### src/sv/apq_pkg.sv
package apq_pkg;

  localparam int DEPTH_DEF    = 16;
  localparam int PRIO_MAX_DEF = 255;
  localparam int ID_BITS_DEF  = 16;

  localparam int ID_W   = 16;
  localparam int PRIO_W = 8;
  localparam int STAT_W = 3;
  localparam int OCC_W  = 5;

  localparam logic [STAT_W-1:0] ST_INSERTED  = 3'd0;
  localparam logic [STAT_W-1:0] ST_RETRIEVED = 3'd1;
  localparam logic [STAT_W-1:0] ST_FULL      = 3'd2;
  localparam logic [STAT_W-1:0] ST_EMPTY     = 3'd3;
  localparam logic [STAT_W-1:0] ST_BADPRIO   = 3'd4;

  localparam logic ACT_INSERT   = 1'b0;
  localparam logic ACT_RETRIEVE = 1'b1;

  typedef struct packed {
    logic              action;
    logic [ID_W-1:0]   entry_id;
    logic [PRIO_W-1:0] entry_priority;
  } req_t;

  typedef struct packed {
    logic [STAT_W-1:0] status;
    logic [ID_W-1:0]   head_id;
    logic [PRIO_W-1:0] head_priority;
    logic [OCC_W-1:0]  occupancy;
  } rsp_t;

  typedef struct packed {
    logic [ID_W-1:0]   id;
    logic [PRIO_W-1:0] prio;
  } slot_t;

  typedef struct packed {
    logic  ins;
    logic  ret;
    slot_t new_slot;
  } cell_ctrl_t;

  function automatic logic [PRIO_W-1:0] age_prio(input logic [PRIO_W-1:0] p);
    age_prio = (p > PRIO_W'(1)) ? p - PRIO_W'(1) : p;
  endfunction

endpackage

### src/sv/apq_stream_if.sv
interface apq_stream_if #(
  parameter type payload_t = logic
) (
  input logic clk
);
  logic     valid;
  logic     ready;
  payload_t data;

  modport source (output valid, output data, input ready);
  modport sink   (input valid, input data, output ready);
endinterface

### src/sv/apq_cell.sv
module apq_cell (
  input  logic              clk,
  input  apq_pkg::cell_ctrl_t ctrl,
  input  logic              occupied,
  input  logic              left_cond,
  input  apq_pkg::slot_t    left_slot,
  input  apq_pkg::slot_t    right_slot,
  output logic              cond,
  output apq_pkg::slot_t    slot
);
  import apq_pkg::*;

  slot_t slot_r;
  slot_t slot_nxt;

  // entry here leaves after the new one
  assign cond = !occupied || (slot_r.prio > ctrl.new_slot.prio);
  assign slot = slot_r;

  always_comb begin
    slot_nxt = slot_r;
    if (ctrl.ins) begin
      if (left_cond) begin
        slot_nxt = left_slot;
      end else if (cond) begin
        slot_nxt = ctrl.new_slot;
      end
    end else if (ctrl.ret) begin
      slot_nxt.id   = right_slot.id;
      slot_nxt.prio = age_prio(right_slot.prio);
    end
  end

  always_ff @(posedge clk) begin
    slot_r <= slot_nxt;
  end
endmodule

### src/sv/aging_priority_queue_top.sv
// channel  | dir | handshake     | payload
// in_chan  | in  | valid / ready | action, entry_id, entry_priority
// out_chan | out | valid / ready | status, head_id, head_priority, occupancy
//
// one request per cycle while out_chan is not stalled; the response is registered
// all cells compare, shift and age in parallel
// in_chan.ready is high while the output register is empty or being taken
// synchronous active-low reset empties the queue and the output register
// a stall on out_chan holds the response and blocks new requests
module aging_priority_queue_top #(
  parameter int DEPTH    = apq_pkg::DEPTH_DEF,
  parameter int PRIO_MAX = apq_pkg::PRIO_MAX_DEF,
  parameter int ID_BITS  = apq_pkg::ID_BITS_DEF
) (
  input logic          clk,
  input logic          rst_n,
  apq_stream_if.sink   in_chan,
  apq_stream_if.source out_chan
);
  import apq_pkg::*;

  localparam int CNT_W = $clog2(DEPTH + 1);
  localparam int KEEP_W = (ID_BITS < ID_W) ? ID_BITS : ID_W;
  localparam logic [ID_W-1:0] ID_MASK = ID_W'((64'd1 << KEEP_W) - 64'd1);

  logic [CNT_W-1:0] cnt_r, cnt_nxt;
  logic             out_valid_r, out_valid_nxt;
  rsp_t             out_r, out_nxt;

  logic       accept;
  logic       bad_prio, full, empty;
  cell_ctrl_t ctrl;
  logic       cond   [DEPTH];
  slot_t      slots  [DEPTH];
  req_t       req;

  assign req      = in_chan.data;
  assign in_chan.ready = !out_valid_r || out_chan.ready;
  assign accept   = in_chan.valid && in_chan.ready;
  assign bad_prio = (req.entry_priority == '0) || (int'(req.entry_priority) > PRIO_MAX);
  assign full     = (cnt_r == CNT_W'(DEPTH));
  assign empty    = (cnt_r == '0);

  always_comb begin
    ctrl.ins         = accept && (req.action == ACT_INSERT) && !bad_prio && !full;
    ctrl.ret         = accept && (req.action == ACT_RETRIEVE) && !empty;
    ctrl.new_slot.id   = req.entry_id & ID_MASK;
    ctrl.new_slot.prio = req.entry_priority;
  end

  for (genvar i = 0; i < DEPTH; i++) begin : g_cell
    logic  lc;
    slot_t ls, rs;
    if (i == 0) begin : g_first
      assign lc = 1'b0;
      assign ls = slots[0];
    end else begin : g_mid
      assign lc = cond[i-1];
      assign ls = slots[i-1];
    end
    if (i == DEPTH - 1) begin : g_last
      assign rs = slots[i];
    end else begin : g_inner
      assign rs = slots[i+1];
    end
    apq_cell u_cell (
      .clk        (clk),
      .ctrl       (ctrl),
      .occupied   (cnt_r > CNT_W'(i)),
      .left_cond  (lc),
      .left_slot  (ls),
      .right_slot (rs),
      .cond       (cond[i]),
      .slot       (slots[i])
    );
  end

  always_comb begin
    cnt_nxt       = cnt_r;
    out_nxt       = out_r;
    out_valid_nxt = out_valid_r && !out_chan.ready;
    if (accept) begin
      out_valid_nxt         = 1'b1;
      out_nxt.head_id       = '0;
      out_nxt.head_priority = '0;
      if (req.action == ACT_INSERT) begin
        priority if (bad_prio) begin
          out_nxt.status = ST_BADPRIO;
        end else if (full) begin
          out_nxt.status = ST_FULL;
        end else begin
          out_nxt.status = ST_INSERTED;
          cnt_nxt        = cnt_r + CNT_W'(1);
        end
      end else begin
        if (empty) begin
          out_nxt.status = ST_EMPTY;
        end else begin
          out_nxt.status        = ST_RETRIEVED;
          out_nxt.head_id       = slots[0].id;
          out_nxt.head_priority = slots[0].prio;
          cnt_nxt               = cnt_r - CNT_W'(1);
        end
      end
      out_nxt.occupancy = OCC_W'(cnt_nxt);
    end
  end

  always_ff @(posedge clk) begin
    if (!rst_n) begin
      cnt_r       <= '0;
      out_valid_r <= 1'b0;
    end else begin
      cnt_r       <= cnt_nxt;
      out_valid_r <= out_valid_nxt;
    end
    out_r <= out_nxt;
  end

  assign out_chan.valid = out_valid_r;
  assign out_chan.data  = out_r;
endmodule

### src/flat_wrapper.sv
// flat-port wrapper written by rule: the top's interface ports become plain ports
module aging_priority_queue_top_flat import apq_pkg::*;
#(
  parameter int DEPTH    = apq_pkg::DEPTH_DEF,
  parameter int PRIO_MAX = apq_pkg::PRIO_MAX_DEF,
  parameter int ID_BITS  = apq_pkg::ID_BITS_DEF
)
  (clk, rst_n, in_chan_valid, in_chan_data, in_chan_ready, out_chan_valid, out_chan_data, out_chan_ready);
  apq_stream_if in_chan_i (.clk(clk));
  apq_stream_if out_chan_i (.clk(clk));
  input logic clk;
  input logic rst_n;
  input wire logic [$bits(in_chan_i.valid)-1:0] in_chan_valid;
  input wire logic [$bits(in_chan_i.data)-1:0] in_chan_data;
  output wire logic [$bits(in_chan_i.ready)-1:0] in_chan_ready;
  output wire logic [$bits(out_chan_i.valid)-1:0] out_chan_valid;
  output wire logic [$bits(out_chan_i.data)-1:0] out_chan_data;
  input wire logic [$bits(out_chan_i.ready)-1:0] out_chan_ready;
  assign in_chan_i.valid = in_chan_valid;
  assign in_chan_i.data = in_chan_data;
  assign in_chan_ready = in_chan_i.ready;
  assign out_chan_valid = out_chan_i.valid;
  assign out_chan_data = out_chan_i.data;
  assign out_chan_i.ready = out_chan_ready;
  aging_priority_queue_top #(.DEPTH(DEPTH), .PRIO_MAX(PRIO_MAX), .ID_BITS(ID_BITS)) u_core (.clk(clk), .rst_n(rst_n), .in_chan(in_chan_i), .out_chan(out_chan_i));
endmodule
### config.mk
export PLATFORM = sky130hd
export DESIGN_NAME = aging_priority_queue_top_flat
export DESIGN_NICKNAME = d
export VERILOG_FILES = /design/src/sv/apq_pkg.sv /design/src/sv/apq_stream_if.sv /design/src/sv/apq_cell.sv /design/src/sv/aging_priority_queue_top.sv /design/src/flat_wrapper.sv
export SDC_FILE = /design/constraint.sdc
export NUM_CORES = 1
export LEC_CHECK = 0
export BUFFER_PORTS_ARGS = -buffer_cell sky130_fd_sc_hd__clkbuf_2
export CAP_MARGIN = 20
export CORE_AREA = 2 2 39 41
export DETAILED_ROUTE_END_ITERATION = 8
export DIE_AREA = 0 0 41 43
export SYNTH_ARGS = -nofsm -noshare
export SYNTH_HDL_FRONTEND = slang
export SYNTH_HIERARCHICAL = 1
export SYNTH_SLANG_ARGS = --single-unit
### constraint.sdc
create_clock -name clk -period 1.9 [get_ports clk]
set_input_delay 0.285 -clock clk [delete_from_list [all_inputs] [get_ports clk]]
set_output_delay 0.285 -clock clk [all_outputs]
set_load 0.005 [all_outputs]
==> flow_summary.yaml <==
outcome:
  status: "completed"
logic_synthesis:
  ys_seq_elements: 7
  postSynthCellCount: 40
  synth.distinct_cells: 19
  syn-num-nets: 47
  yosysTopAreaCell: "dfxtp_1"
  yosys.area.top_type_share_pct: 31.2
  syn_area_um2: 385
  ys_seq_area_share_pct: 39.0
  ys_top_cells_by_area: "dfxtp_1 31%, mux2i_1 7.8%, edfxtp_1 7.8%, nand2_1 6.8%, ha_1 6.5%"
  yosysWarnings: 6
  synth_area_per_cell_um2: 9.63
clocking:
  cts_tree: "built"
  clockRootBuffer: "clkbuf_4"
  insertion_delay_ns: 0.25
  clk_pin_slew_worst_paths_ns: 0.05
  postCtsHoldBufs: 0
  clock_path_buffers: 2
  ctsResizeCount: 0
  cts_setup_buffers: 0
  cts_buffers: 3
  cts_sinks: 7
  htreeDepth: 1
timing:
  period_share_pct: 79.1
  max_freq_mhz: 666
  slew_viol_final: 0
  slew_headroom_pct: 73.1
  skew_ns: 0.00264
  setup_viol: 0
  finalHoldViolations: 0
  finalSetupTns_ns: 0
  setup_ws_ns: 0.398
  post-route-min-period_ns: 1.50
  rsz0062_at_grt: "no"
  tightest_slew_ns: 0.402
worst_setup_path:
  cp_top_family: "simple AND/OR/NAND/NOR gates"
  setup.worst_path.class: "reg2reg"
  slowest_stage: "dfxtp_1"
  crit_path_start_kind: "flop"
  path_cells: "inv_1, ha_1, nand4bb_1, nor3b_1, mux2i_1"
  max_stage_delay_ns: 0.41
  worst_ep_arrival_time_ns: 1.68
  crit_fanout: 5
  crit_path_end_kind: "flop"
  path_buf_inv: 1
  cp.required_ns: 2.08
detailed_routing:
  avgRoutedWirePerCell_um: 10.5
  drt_iter0_drc: 5
  first_pass_iters: 2
  drt-vias-per-instance: 4.78
  drc: 0
  antenna_left: 0
  route.vias.total: 311
  met1Wirelength_um: 317
  wl_met3_um: 12
  maxUsedRoutingLayer: "met4"
  wl_met2_um: 338
  routed_wirelength_um: 683
pwr:
  ir_drop_v: 0.000262
  p_leak_uw: 0.000174
  p_per_area_nw_per_um2: 733
floorplan:
  rows: 14
  core-area_um2: 1380
  die_w_um: 41
  initial_core_util_pct: 27.8
  io_pins: 8
  dieArea_um2: 1760
  die_h_um: 43
layout:
  nets: 57
  final_cell_area_um2: 452
  drive_above_1_share_pct: 24.5
  seqCellArea_um2: 150
  insertedDiodeCount: 0
  multiInputGateArea_um2: 209
  fill_cells: 155
  synthToLayoutAreaGrowth_pct: 17.2
  stdcell_count: 65
  final_cell_mix: "7 x clkbuf_2, 7 x nand2_1, 6 x dfxtp_1"
placement:
  finalWeightedCongestion: 0.726
  post-place-ws_ns: 0.387
  dp_hpwl_um: 528
  io_buffer_count: 7
  dp.cells: 61
  dpl_cell_area_um2: 425
grt:
  grt-ovfl-total: 0
  antenna_found_initial: 0
  grt_max_degree: 10
  grt_usage_pct: 10.2
  grt_pass1_wl_um: 1110
  grt_pass1_vias: 272
job:
  max_cap_viol_count: 0
worst_hold_path:
  hold_path.class: "in2reg"
==> cells by family (layout without fill, tap and decap cells) <==
kind of cell	Yosys count	after routing	share of synthesized area (%)
AND/OR/NAND/NOR	17	17	27.9
flip-flops	7	7	39.0
AO/OA/AOI/OAI	5	5	9.74
buffers and inverters	5	14	6.82
multiplexers	3	3	7.79
adder cells (fa/ha/maj)	2	2	6.49
XOR/XNOR	1	1	2.27
==> final cells by class <==
| cell class | count | area share (%) |
|---|---|---|
| Inverter | 3 | 2.49 |
| Multi-Input combinational cell | 28 | 46.3 |
| Tap cell | 16 | 4.43 |
| Timing Repair Buffer | 7 | 7.76 |
| Clock buffer | 4 | 5.82 |
| Sequential cell | 7 | 33.2 |
==> layer usage <==
metal,up-vias,GRT usage (%)
met2,3,13.1
met5,-,0
li1,155,-
met4,0,10.0
met1,151,10.6
met3,2,6.28
==> final timing paths <==
check             slack [ns]             from               endpoint  depth (start not counted)
hold / removal          0.27    in_chan_valid  u_core/out_chan.valid                          2
setup / recovery        0.40  u_core/cnt_r[0]        u_core/cnt_r[0]                          5
setup reg to reg        0.40  u_core/cnt_r[0]        u_core/cnt_r[0]                          5
hold reg to reg         0.48  u_core/cnt_r[4]        u_core/cnt_r[4]                          2
==> registers in the layout (all words and copies together), names as in the netlist <==
register	cells
u_core/cnt_r	5
u_core/out_chan.data	1
u_core/out_chan.valid	1
==> report_power, final <==
part           leakage, uW  total (uW)  switching (uW)  internal [uW]
logic             0.000100        34.8            17.6           17.2
registers        0.0000585         161            4.32            157
clock network    0.0000150         135            54.7           80.1
total             0.000174         331            76.7            254
==> stage by stage <==
step	total power (uW)	util (%)	hold WS, ns
final	331	32.6	0.275
after global routing	353	32.6	0.284
after CTS	343	32.6	0.266
after detailed placement	200	30.7	0.480
after global placement	200	30.7	0.473
after floorplan	188	-	0.409
==> synth_stat cells <==
| cell | instances |
|---|---|
| xnor2_1 | 1 |
| nor3b_1 | 2 |
| nand2_1 | 7 |
| edfxtp_1 | 1 |
| inv_1 | 3 |
| nor2b_4 | 1 |
| a21boi_1 | 2 |
| dfxtp_1 | 6 |
| ha_1 | 2 |
| or4_1 | 2 |
| buf_6 | 1 |
| o21a_1 | 1 |
| nand3_1 | 2 |
| and2b_2 | 1 |
| clkbuf_1 | 1 |
| mux2i_1 | 3 |
| nand3b_1 | 1 |
| nand4bb_1 | 1 |
| o31ai_1 | 2 |
(Power assumes the default switching activity.)
